==> config.mk <==
export PLATFORM = sky130hd
export DESIGN_NAME = mecanum_mixer_ramp_drive
export DESIGN_NICKNAME = d
export VERILOG_FILES = /design/src/design/mmrd_pkg.sv /design/src/design/mecanum_mixer_ramp_drive.sv
export VERILOG_INCLUDE_DIRS = /design/src /design/src/design
export SDC_FILE = /design/constraint.sdc
export NUM_CORES = 2
export LEC_CHECK = 0
export CAP_MARGIN = 0
export CELL_PAD_IN_SITES_DETAIL_PLACEMENT = 0
export CELL_PAD_IN_SITES_GLOBAL_PLACEMENT = 2
export CORE_ASPECT_RATIO = 0.6
export CORE_MARGIN = 2
export CORE_UTILIZATION = 25
export CTS_CLUSTER_SIZE = 20
export DETAILED_ROUTE_END_ITERATION = 10
export DONT_BUFFER_PORTS = 1
export PLACE_DENSITY = 0.56
export SLEW_MARGIN = 20
export SYNTH_ARGS = -nofsm -noshare
export SYNTH_HDL_FRONTEND = slang
export SYNTH_SLANG_ARGS = --single-unit
==> constraint.sdc <==
create_clock -name clock -period 20 [get_ports clock]
set_input_delay 3 -clock clock [delete_from_list [all_inputs] [get_ports clock]]
set_output_delay 3 -clock clock [all_outputs]
set_load 0.02 [all_outputs]
==> src/design/mecanum_mixer_ramp_drive_assert.svh <==
// ----------------------------------------------------------------------------
// Mecanum mixer assertion macros
// Shared property wrappers for the mixer's concurrent assertions.
// ----------------------------------------------------------------------------
`ifndef MECANUM_MIXER_RAMP_DRIVE_ASSERT_SVH
`define MECANUM_MIXER_RAMP_DRIVE_ASSERT_SVH

// The consequent must hold in the same cycle as the antecedent.
`define MMRD_ASSERT_NOW(label, clk, rst, ante, cons, msg) \
   label: assert property (@(posedge clk) disable iff (rst) (ante) |-> (cons)) \
      else $error(msg);

// The consequent must hold in the cycle after the antecedent.
`define MMRD_ASSERT_NEXT(label, clk, rst, ante, cons, msg) \
   label: assert property (@(posedge clk) disable iff (rst) (ante) |=> (cons)) \
      else $error(msg);

`endif

==> src/design/mmrd_pkg.sv <==
// ----------------------------------------------------------------------------
// Mecanum mixer package
// Types, widths and reset values shared by the mecanum mixer files.
// ----------------------------------------------------------------------------
`timescale 1ns / 1ps

package mmrd_pkg;

   localparam int NUM_WHEELS = 4;
   localparam int DUTY_BITS  = 10;
   localparam int MASK_BITS  = 4;
   localparam int CMD_BITS   = 11;
   localparam int CALC_BITS  = 12;
   localparam int WBIT_BITS  = 4;
   localparam int WHEEL_IDX_BITS = 2;

   localparam logic [DUTY_BITS-1:0] DEADBAND_RESET = 10'd18;
   localparam logic [DUTY_BITS-1:0] RAMP_RESET     = 10'd80;
   localparam logic [DUTY_BITS-1:0] DUTY_MAX_RESET = 10'd999;
   localparam logic [MASK_BITS-1:0] INVERT_RESET   = 4'd9;

   // Most negative stored command; slewing never reaches it.
   localparam logic [CMD_BITS-1:0] CMD_MIN = {1'b1, {(CMD_BITS-1){1'b0}}};

   typedef enum logic [1:0] {
      CSR_DEADBAND = 2'd0,
      CSR_RAMP     = 2'd1,
      CSR_DUTY_MAX = 2'd2,
      CSR_INVERT   = 2'd3
   } csr_index_type;

   typedef enum logic [2:0] {
      ST_IDLE,
      ST_PEAK,
      ST_LOAD,
      ST_DIV,
      ST_FINISH
   } state_type;

endpackage

==> src/design/mecanum_mixer_ramp_drive.sv <==
// ----------------------------------------------------------------------------
// Mecanum wheel mixer with deadband, ramp and H-bridge outputs
// Mixes a body velocity command into four wheel speeds, normalizes them with
// a bit-serial divider, applies deadband and slew limiting, and drives the
// direction pins and duty of each motor.
// ----------------------------------------------------------------------------
//
//   Channel | Direction | Handshake          | Beat contents
//   --------+-----------+--------------------+-------------------------------
//   req     | in        | req_valid/stall    | func, vel_x, vel_y, yaw_rate
//   rsp     | out       | rsp_valid/stall    | in1, in2, duty for motors A..D
//   csr     | in        | csr_wr_en          | register index and write data
//
// A stop beat goes from idle straight to the finish state; a move passes the
// peak state first. A move whose peak wheel speed exceeds duty_max then runs
// the single restoring divider, which loads each wheel in turn and develops
// its ten quotient bits. Reset is synchronous; it restores the register
// defaults and zeroes the stored wheel commands.
// A stalled result sits in the output register while the next request beat
// is accepted and computed; that beat then waits for the register to free.
//
`timescale 1ns / 1ps

module mecanum_mixer_ramp_drive #(
   parameter int VELOCITY_BITS = 12
) (
   input  logic                          clock,
   input  logic                          reset,
   // request channel
   input  logic                          req_valid,
   output logic                          req_stall,
   input  logic                          req_func,
   input  logic signed [VELOCITY_BITS-1:0] req_vel_x,
   input  logic signed [VELOCITY_BITS-1:0] req_vel_y,
   input  logic signed [VELOCITY_BITS-1:0] req_yaw_rate,
   // response channel
   output logic                          rsp_valid,
   input  logic                          rsp_stall,
   output logic                          rsp_a_in1,
   output logic                          rsp_a_in2,
   output logic [mmrd_pkg::DUTY_BITS-1:0] rsp_a_duty,
   output logic                          rsp_b_in1,
   output logic                          rsp_b_in2,
   output logic [mmrd_pkg::DUTY_BITS-1:0] rsp_b_duty,
   output logic                          rsp_c_in1,
   output logic                          rsp_c_in2,
   output logic [mmrd_pkg::DUTY_BITS-1:0] rsp_c_duty,
   output logic                          rsp_d_in1,
   output logic                          rsp_d_in2,
   output logic [mmrd_pkg::DUTY_BITS-1:0] rsp_d_duty,
   // configuration port
   input  logic                          csr_wr_en,
   input  mmrd_pkg::csr_index_type       csr_index,
   input  logic [mmrd_pkg::DUTY_BITS-1:0] csr_wdata
);

   import mmrd_pkg::*;

`include "mecanum_mixer_ramp_drive_assert.svh"

   // A wheel sum of three terms needs two extra bits; its magnitude needs one.
   localparam int WheelBits = VELOCITY_BITS + 2;
   localparam int PeakBits  = VELOCITY_BITS + 1;
   localparam int ProdBits  = PeakBits + DUTY_BITS;

   // ---------------------------------------------------------------------
   // Configuration registers
   // ---------------------------------------------------------------------
   logic [DUTY_BITS-1:0] deadband_ff;
   logic [DUTY_BITS-1:0] ramp_ff;
   logic [DUTY_BITS-1:0] duty_max_ff;
   logic [MASK_BITS-1:0] invert_ff;

   always_ff @(posedge clock) begin
      if (reset) begin
         deadband_ff <= DEADBAND_RESET;
         ramp_ff     <= RAMP_RESET;
         duty_max_ff <= DUTY_MAX_RESET;
         invert_ff   <= INVERT_RESET;
      end else if (csr_wr_en) begin
         unique case (csr_index)
            CSR_DEADBAND: deadband_ff <= csr_wdata;
            CSR_RAMP:     ramp_ff     <= csr_wdata;
            CSR_DUTY_MAX: duty_max_ff <= csr_wdata;
            CSR_INVERT:   invert_ff   <= csr_wdata[MASK_BITS-1:0];
         endcase
      end
   end

   // ---------------------------------------------------------------------
   // State and datapath registers
   // ---------------------------------------------------------------------
   state_type state_ff, state_in;
   logic      stop_ff, stop_in;

   // Wheel values rotate through this row: the divider always works on
   // entry 0 and returns its quotient into entry 3.
   logic signed [WheelBits-1:0] v_ff [NUM_WHEELS];
   logic signed [WheelBits-1:0] v_in [NUM_WHEELS];

   logic [PeakBits-1:0]       peak_ff, peak_in;
   logic [PeakBits-1:0]       rem_ff, rem_in;
   logic [DUTY_BITS-1:0]      dvd_ff, dvd_in;
   logic                      neg_ff, neg_in;
   logic [WBIT_BITS-1:0]      bit_cnt_ff, bit_cnt_in;
   logic [WHEEL_IDX_BITS-1:0] wheel_cnt_ff, wheel_cnt_in;

   logic signed [CMD_BITS-1:0] last_ff [NUM_WHEELS];
   logic signed [CMD_BITS-1:0] last_in [NUM_WHEELS];

   logic                 rsp_valid_ff, rsp_valid_in;
   logic                 in1_ff  [NUM_WHEELS];
   logic                 in1_in  [NUM_WHEELS];
   logic                 in2_ff  [NUM_WHEELS];
   logic                 in2_in  [NUM_WHEELS];
   logic [DUTY_BITS-1:0] duty_ff [NUM_WHEELS];
   logic [DUTY_BITS-1:0] duty_in [NUM_WHEELS];

   // ---------------------------------------------------------------------
   // Mixer: the four wheel sums from the request beat
   // ---------------------------------------------------------------------
   logic signed [WheelBits-1:0] vx_ext, vy_ext, w_ext;
   logic signed [WheelBits-1:0] mix [NUM_WHEELS];

   assign vx_ext = WheelBits'(req_vel_x);
   assign vy_ext = WheelBits'(req_vel_y);
   assign w_ext  = WheelBits'(req_yaw_rate);

   assign mix[0] = vx_ext - vy_ext - w_ext;
   assign mix[1] = vx_ext + vy_ext + w_ext;
   assign mix[2] = vx_ext - vy_ext + w_ext;
   assign mix[3] = vx_ext + vy_ext - w_ext;

   // ---------------------------------------------------------------------
   // Peak magnitude over the stored wheel sums
   // ---------------------------------------------------------------------
   logic [WheelBits-1:0] v_abs [NUM_WHEELS];
   logic [PeakBits-1:0]  v_mag [NUM_WHEELS];
   logic [PeakBits-1:0]  max_ab, max_cd, peak_mag;
   logic                 need_scale;

   always_comb begin
      for (int i = 0; i < NUM_WHEELS; i++) begin
         v_abs[i] = v_ff[i][WheelBits-1] ? -v_ff[i] : v_ff[i];
         v_mag[i] = v_abs[i][PeakBits-1:0];
      end
   end

   assign max_ab     = (v_mag[0] > v_mag[1]) ? v_mag[0] : v_mag[1];
   assign max_cd     = (v_mag[2] > v_mag[3]) ? v_mag[2] : v_mag[3];
   assign peak_mag   = (max_ab > max_cd) ? max_ab : max_cd;
   assign need_scale = ProdBits'(peak_mag) > ProdBits'(duty_max_ff);

   // ---------------------------------------------------------------------
   // Restoring divider: |v| * duty_max / peak, one quotient bit a cycle.
   // The quotient never exceeds duty_max, so ten bits cover it, and the
   // upper product bits already sit below the divisor at load time.
   // ---------------------------------------------------------------------
   logic [ProdBits-1:0]         prod;
   logic [PeakBits+1:0]         trial;
   logic                        qbit;
   logic [DUTY_BITS-1:0]        quot;
   logic signed [WheelBits-1:0] quot_ext;

   assign prod  = ProdBits'(v_mag[0]) * ProdBits'(duty_max_ff);
   assign trial = {1'b0, rem_ff, dvd_ff[DUTY_BITS-1]} - {2'b00, peak_ff};
   assign qbit  = ~trial[PeakBits+1];
   assign quot  = {dvd_ff[DUTY_BITS-2:0], qbit};
   assign quot_ext = WheelBits'(quot);

   // ---------------------------------------------------------------------
   // Per-motor output lanes: deadband, slew, clamp, invert
   // ---------------------------------------------------------------------
   logic signed [CALC_BITS-1:0] db_s, step_s, dmax_s;
   logic signed [CALC_BITS-1:0] tgt   [NUM_WHEELS];
   logic signed [CALC_BITS-1:0] tgt_z [NUM_WHEELS];
   logic signed [CALC_BITS-1:0] cur   [NUM_WHEELS];
   logic signed [CALC_BITS-1:0] delta [NUM_WHEELS];
   logic signed [CALC_BITS-1:0] slew  [NUM_WHEELS];
   logic signed [CALC_BITS-1:0] clmp  [NUM_WHEELS];
   logic signed [CALC_BITS-1:0] fin   [NUM_WHEELS];
   logic signed [CALC_BITS-1:0] fin_abs [NUM_WHEELS];

   assign db_s   = CALC_BITS'(deadband_ff);
   assign step_s = CALC_BITS'(ramp_ff);
   assign dmax_s = CALC_BITS'(duty_max_ff);

   always_comb begin
      for (int i = 0; i < NUM_WHEELS; i++) begin
         tgt[i]   = CALC_BITS'(v_ff[i]);
         // Targets strictly inside the deadband collapse to zero.
         tgt_z[i] = (tgt[i] > -db_s && tgt[i] < db_s) ? '0 : tgt[i];
         cur[i]   = CALC_BITS'(last_ff[i]);
         delta[i] = tgt_z[i] - cur[i];
         if (delta[i] > step_s) begin
            slew[i] = cur[i] + step_s;
         end else if (delta[i] < -step_s) begin
            slew[i] = cur[i] - step_s;
         end else begin
            slew[i] = tgt_z[i];
         end
         if (slew[i] > dmax_s) begin
            clmp[i] = dmax_s;
         end else if (slew[i] < -dmax_s) begin
            clmp[i] = -dmax_s;
         end else begin
            clmp[i] = slew[i];
         end
         fin[i]     = invert_ff[i] ? -clmp[i] : clmp[i];
         fin_abs[i] = fin[i][CALC_BITS-1] ? -fin[i] : fin[i];
      end
   end

   // ---------------------------------------------------------------------
   // Sequencer: next state and datapath updates
   // ---------------------------------------------------------------------
   always_comb begin
      state_in     = state_ff;
      stop_in      = stop_ff;
      v_in         = v_ff;
      peak_in      = peak_ff;
      rem_in       = rem_ff;
      dvd_in       = dvd_ff;
      neg_in       = neg_ff;
      bit_cnt_in   = bit_cnt_ff;
      wheel_cnt_in = wheel_cnt_ff;
      last_in      = last_ff;
      in1_in       = in1_ff;
      in2_in       = in2_ff;
      duty_in      = duty_ff;
      rsp_valid_in = rsp_valid_ff && rsp_stall;
      req_stall    = (state_ff != ST_IDLE);

      unique case (state_ff)
         ST_IDLE: begin
            if (req_valid) begin
               stop_in  = req_func;
               v_in     = mix;
               state_in = req_func ? ST_FINISH : ST_PEAK;
            end
         end
         ST_PEAK: begin
            peak_in      = peak_mag;
            wheel_cnt_in = '0;
            state_in     = need_scale ? ST_LOAD : ST_FINISH;
         end
         ST_LOAD: begin
            rem_in     = prod[ProdBits-1:DUTY_BITS];
            dvd_in     = prod[DUTY_BITS-1:0];
            neg_in     = v_ff[0][WheelBits-1];
            bit_cnt_in = '0;
            state_in   = ST_DIV;
         end
         ST_DIV: begin
            rem_in     = qbit ? trial[PeakBits-1:0]
                              : {rem_ff[PeakBits-2:0], dvd_ff[DUTY_BITS-1]};
            dvd_in     = quot;
            bit_cnt_in = bit_cnt_ff + 1'b1;
            if (bit_cnt_ff == WBIT_BITS'(DUTY_BITS - 1)) begin
               for (int i = 0; i < NUM_WHEELS - 1; i++) begin
                  v_in[i] = v_ff[i+1];
               end
               v_in[NUM_WHEELS-1] = neg_ff ? -quot_ext : quot_ext;
               wheel_cnt_in = wheel_cnt_ff + 1'b1;
               state_in = (wheel_cnt_ff == WHEEL_IDX_BITS'(NUM_WHEELS - 1))
                          ? ST_FINISH : ST_LOAD;
            end
         end
         ST_FINISH: begin
            if (!rsp_valid_ff || !rsp_stall) begin
               rsp_valid_in = 1'b1;
               state_in     = ST_IDLE;
               for (int i = 0; i < NUM_WHEELS; i++) begin
                  if (stop_ff) begin
                     last_in[i] = '0;
                     in1_in[i]  = 1'b0;
                     in2_in[i]  = 1'b0;
                     duty_in[i] = '0;
                  end else begin
                     last_in[i] = CMD_BITS'(slew[i]);
                     in1_in[i]  = (fin[i] > 0);
                     in2_in[i]  = fin[i][CALC_BITS-1];
                     duty_in[i] = fin_abs[i][DUTY_BITS-1:0];
                  end
               end
            end
         end
         default: state_in = ST_IDLE;
      endcase
   end

   always_ff @(posedge clock) begin
      if (reset) begin
         state_ff     <= ST_IDLE;
         rsp_valid_ff <= 1'b0;
         for (int i = 0; i < NUM_WHEELS; i++) begin
            last_ff[i] <= '0;
         end
      end else begin
         state_ff     <= state_in;
         rsp_valid_ff <= rsp_valid_in;
         last_ff      <= last_in;
      end
   end

   always_ff @(posedge clock) begin
      stop_ff      <= stop_in;
      v_ff         <= v_in;
      peak_ff      <= peak_in;
      rem_ff       <= rem_in;
      dvd_ff       <= dvd_in;
      neg_ff       <= neg_in;
      bit_cnt_ff   <= bit_cnt_in;
      wheel_cnt_ff <= wheel_cnt_in;
      in1_ff       <= in1_in;
      in2_ff       <= in2_in;
      duty_ff      <= duty_in;
   end

   // ---------------------------------------------------------------------
   // Output ports
   // ---------------------------------------------------------------------
   assign rsp_valid  = rsp_valid_ff;
   assign rsp_a_in1  = in1_ff[0];
   assign rsp_a_in2  = in2_ff[0];
   assign rsp_a_duty = duty_ff[0];
   assign rsp_b_in1  = in1_ff[1];
   assign rsp_b_in2  = in2_ff[1];
   assign rsp_b_duty = duty_ff[1];
   assign rsp_c_in1  = in1_ff[2];
   assign rsp_c_in2  = in2_ff[2];
   assign rsp_c_duty = duty_ff[2];
   assign rsp_d_in1  = in1_ff[3];
   assign rsp_d_in2  = in2_ff[3];
   assign rsp_d_duty = duty_ff[3];

   // ---------------------------------------------------------------------
   // Assertions
   // ---------------------------------------------------------------------
   // An accepted request beat always starts work.
   `MMRD_ASSERT_NEXT(a_accept_starts, clock, reset, req_valid && !req_stall, state_ff != ST_IDLE, "accepted beat left the sequencer idle")

   // The divider's partial remainder stays below the peak divisor.
   `MMRD_ASSERT_NOW(a_rem_below_peak, clock, reset, state_ff == ST_DIV, rem_ff < peak_ff, "divider remainder reached the divisor")

   // The quotient bit counter never runs past the last quotient bit.
   `MMRD_ASSERT_NOW(a_bit_cnt_range, clock, reset, state_ff == ST_DIV, bit_cnt_ff <= WBIT_BITS'(DUTY_BITS - 1), "divider ran past its last bit")

   // Slewing keeps every stored command inside the duty range.
   `MMRD_ASSERT_NOW(a_cmd_range, clock, reset, 1'b1, last_ff[0] != CMD_MIN && last_ff[1] != CMD_MIN && last_ff[2] != CMD_MIN && last_ff[3] != CMD_MIN, "stored wheel command out of range")

endmodule
==> results.ini <==
[status]
status=completed

[yosys]
synthCells=4398
synth_edf_count=148
synth-seq-cells=230
avgSynthCellArea_um2=8.089
synthArstFlopShare=0
synth_top_area_frac=0.2047
synth-seq-area-share=0.1711
yosysTopAreaCell=ha_1
synth_flop_cell=edfxtp_1
synth_fp_nets=5139
syn-cell-area_um2=35580
yosys_warnings=0
synth.distinct_cells=99
synth.area.top_cells=ha_1 20%, edfxtp_1 12%, fa_1 5.9%

[critical_path]
worst-setup-path-type=register to register
reg2reg_from=deadband_ff[5]$_SDFFE_PP0P_
start_kind=register
crit_path_end_kind=register
startpoint=deadband_ff[5]$_SDFFE_PP0P_
crit_slowest_cell=a211oi_1
arrival_ns=15.05
cp_max_fo=17
worstPathRequired_ns=20.38
max_stage_delay_ns=0.96
critPathMostFrequentCell=ha_1

[placed_design]
dpl-instance-area_um2=38200
io_buffer_count=0
place_worst_setup_slack_ns=5.751
post-dp-hpwl_um=130300
gp_congestion=0.9053

[grt]
track_usage=0.2184
grt_pass1_vias=30670
grt_max_degree=85
grt_first_pass_wirelength_um=230600
overflow=0
antenna_found_initial=13

[layout]
final_cell_mix=582 x ha_1, 408 x nor2_1, 377 x inv_1
fin_nets=5118
seq_area_um2=6086
fill_cells=15510
drive_above_1_share=0.05817
final_common_cell=ha_1
area_growth_pct=10.44
final_area_um2=39290
final_util=0.2774
multi_input_comb_area_um2=27440

[sta]
setup_tns_ns=0
timing.fmax_mhz=68.17
maxSlewViolCount=0
min_period_ns=14.67
finalSetupViolations=0
rsz0062_at_grt=no
setup_slack_ns=5.330
tightest_slew_ns=1.274
finalHoldViolations=0
worst_clock_skew_ns=0.01886
period_share=0.7335
slew_headroom=0.1446

[cts]
clk_pin_slew_worst_paths_ns=0.06
ctsLongestPathBuffers=3
clk_latency_ns=0.64
cts_hold_buffers=0
postCtsSetupBuffers=0
root_buffer=clkbuf_16
ctsResizeCount=0
cts_tree=built
cts-htree-levels=1
cts_buffers=31
clock-sinks=230

[detailed_routing]
met1Wirelength_um=91440
firstDrtPassIters=5
viasPerCell=5.202
via_count=32830
wl_met3_um=13490
drt_first_iter_violations=3277
wl_um=162500
route.met2.wl_um=54730
top_layer=met5
drc=0
wl_per_cell_um=25.75
ant_nets=0

[worst_hold_path]
hp-class=register to register
hold_start=wheel_cnt_ff[0]$_SDFFCE_PN0P_

[floorplanning]
chipHeight_um=296.2
num_rows=107
design.core.area_um2=141600
die_w_um=491.0
io_pins=104
die_area_um2=145400
start_util=0.2512

[flow_run]
drv_cap=0

[path summary, 6_finish.rpt]
| kind | endpoint | slack, ns | cells past startpoint |
|---|---|---|---|
| max | rsp_d_duty[4]$_SDFFCE_PP0P_ | 5.33 | 41 |
| min | wheel_cnt_ff[0]$_SDFFCE_PN0P_ | 0.57 | 1 |
| max reg2reg | rsp_d_duty[4]$_SDFFCE_PP0P_ | 5.33 | 41 |
| min reg2reg | wheel_cnt_ff[0]$_SDFFCE_PN0P_ | 0.57 | 1 |
[synth_stat cells, drive strengths merged, types with 87 or more instances]
cell type  number
xnor2         186
ha            582
nor2          412
fa            105
inv           378
nand2         347
edfxtp        148
xor2           87
o21ai         250
clkbuf        147
and2           90
a21oi         303
[critical path, delay by kind of cell (launching register included)]
kind | cells | cell delay [ns]
XOR/XNOR | 3 | 1.47
adder cells (fa/ha/maj) | 4 | 1.24
buffers and inverters | 2 | 0.45
AND/OR/NAND/NOR | 13 | 4.18
AO/OA/AOI/OAI | 19 | 6.58
flip-flops | 1 | 0.44
[layer usage]
metal	global-route usage	up-vias
met5	0	-
met4	0.03347	10
li1	-	15780
met3	0.05613	106
met1	0.3679	15940
met2	0.2621	997
[metrics by stage]
step,instances,hold WS (ns)
after floorplan,4398,0.4648
after global placement,6251,0.5505
final,6311,0.5678
after global routing,6309,0.5800
after detailed placement,6251,0.5550
after CTS,6308,0.5661
[sequential cells by signal, summed over array words and instances, names as in the netlist, 2 cells and up]
signal,count
rsp_c_duty,10
state_ff,3
ramp_ff,10
cur,44
rsp_d_duty,10
bit_cnt_ff,4
dvd_ff,10
deadband_ff,10
invert_ff,4
tgt,48
v_ff,8
rsp_b_duty,10
rsp_a_duty,10
peak_ff,13
rem_ff,13
duty_max_ff,10
wheel_cnt_ff,2
[kinds of logic (layout without fill, tap and decap cells)]
kind of cell / Yosys count / in the layout / share of synthesized area
flip-flops: 230 / 230 / 0.1711
AO/OA/AOI/OAI: 1229 / 1229 / 0.2303
multiplexers: 64 / 64 / 0.01924
XOR/XNOR: 280 / 280 / 0.07164
adder cells (fa/ha/maj): 688 / 688 / 0.2641
buffers and inverters: 550 / 553 / 0.05894
AND/OR/NAND/NOR: 1357 / 1357 / 0.1848
other: 0 / 3 / 0
[area by class of cell]
class                           count  area share
Antenna cell                        3   0.0001911
Clock buffer                       33     0.01993
Clock inverter                     24    0.007579
Inverter                          381     0.03643
Multi-Input combinational cell   3618      0.6983
Sequential cell                   230      0.1549
Tap cell                         1907     0.06073
Timing Repair Buffer              115     0.02197
Power is not shown: default switching activity piles up to over one toggle a cycle in this logic, so the estimate is an artifact.
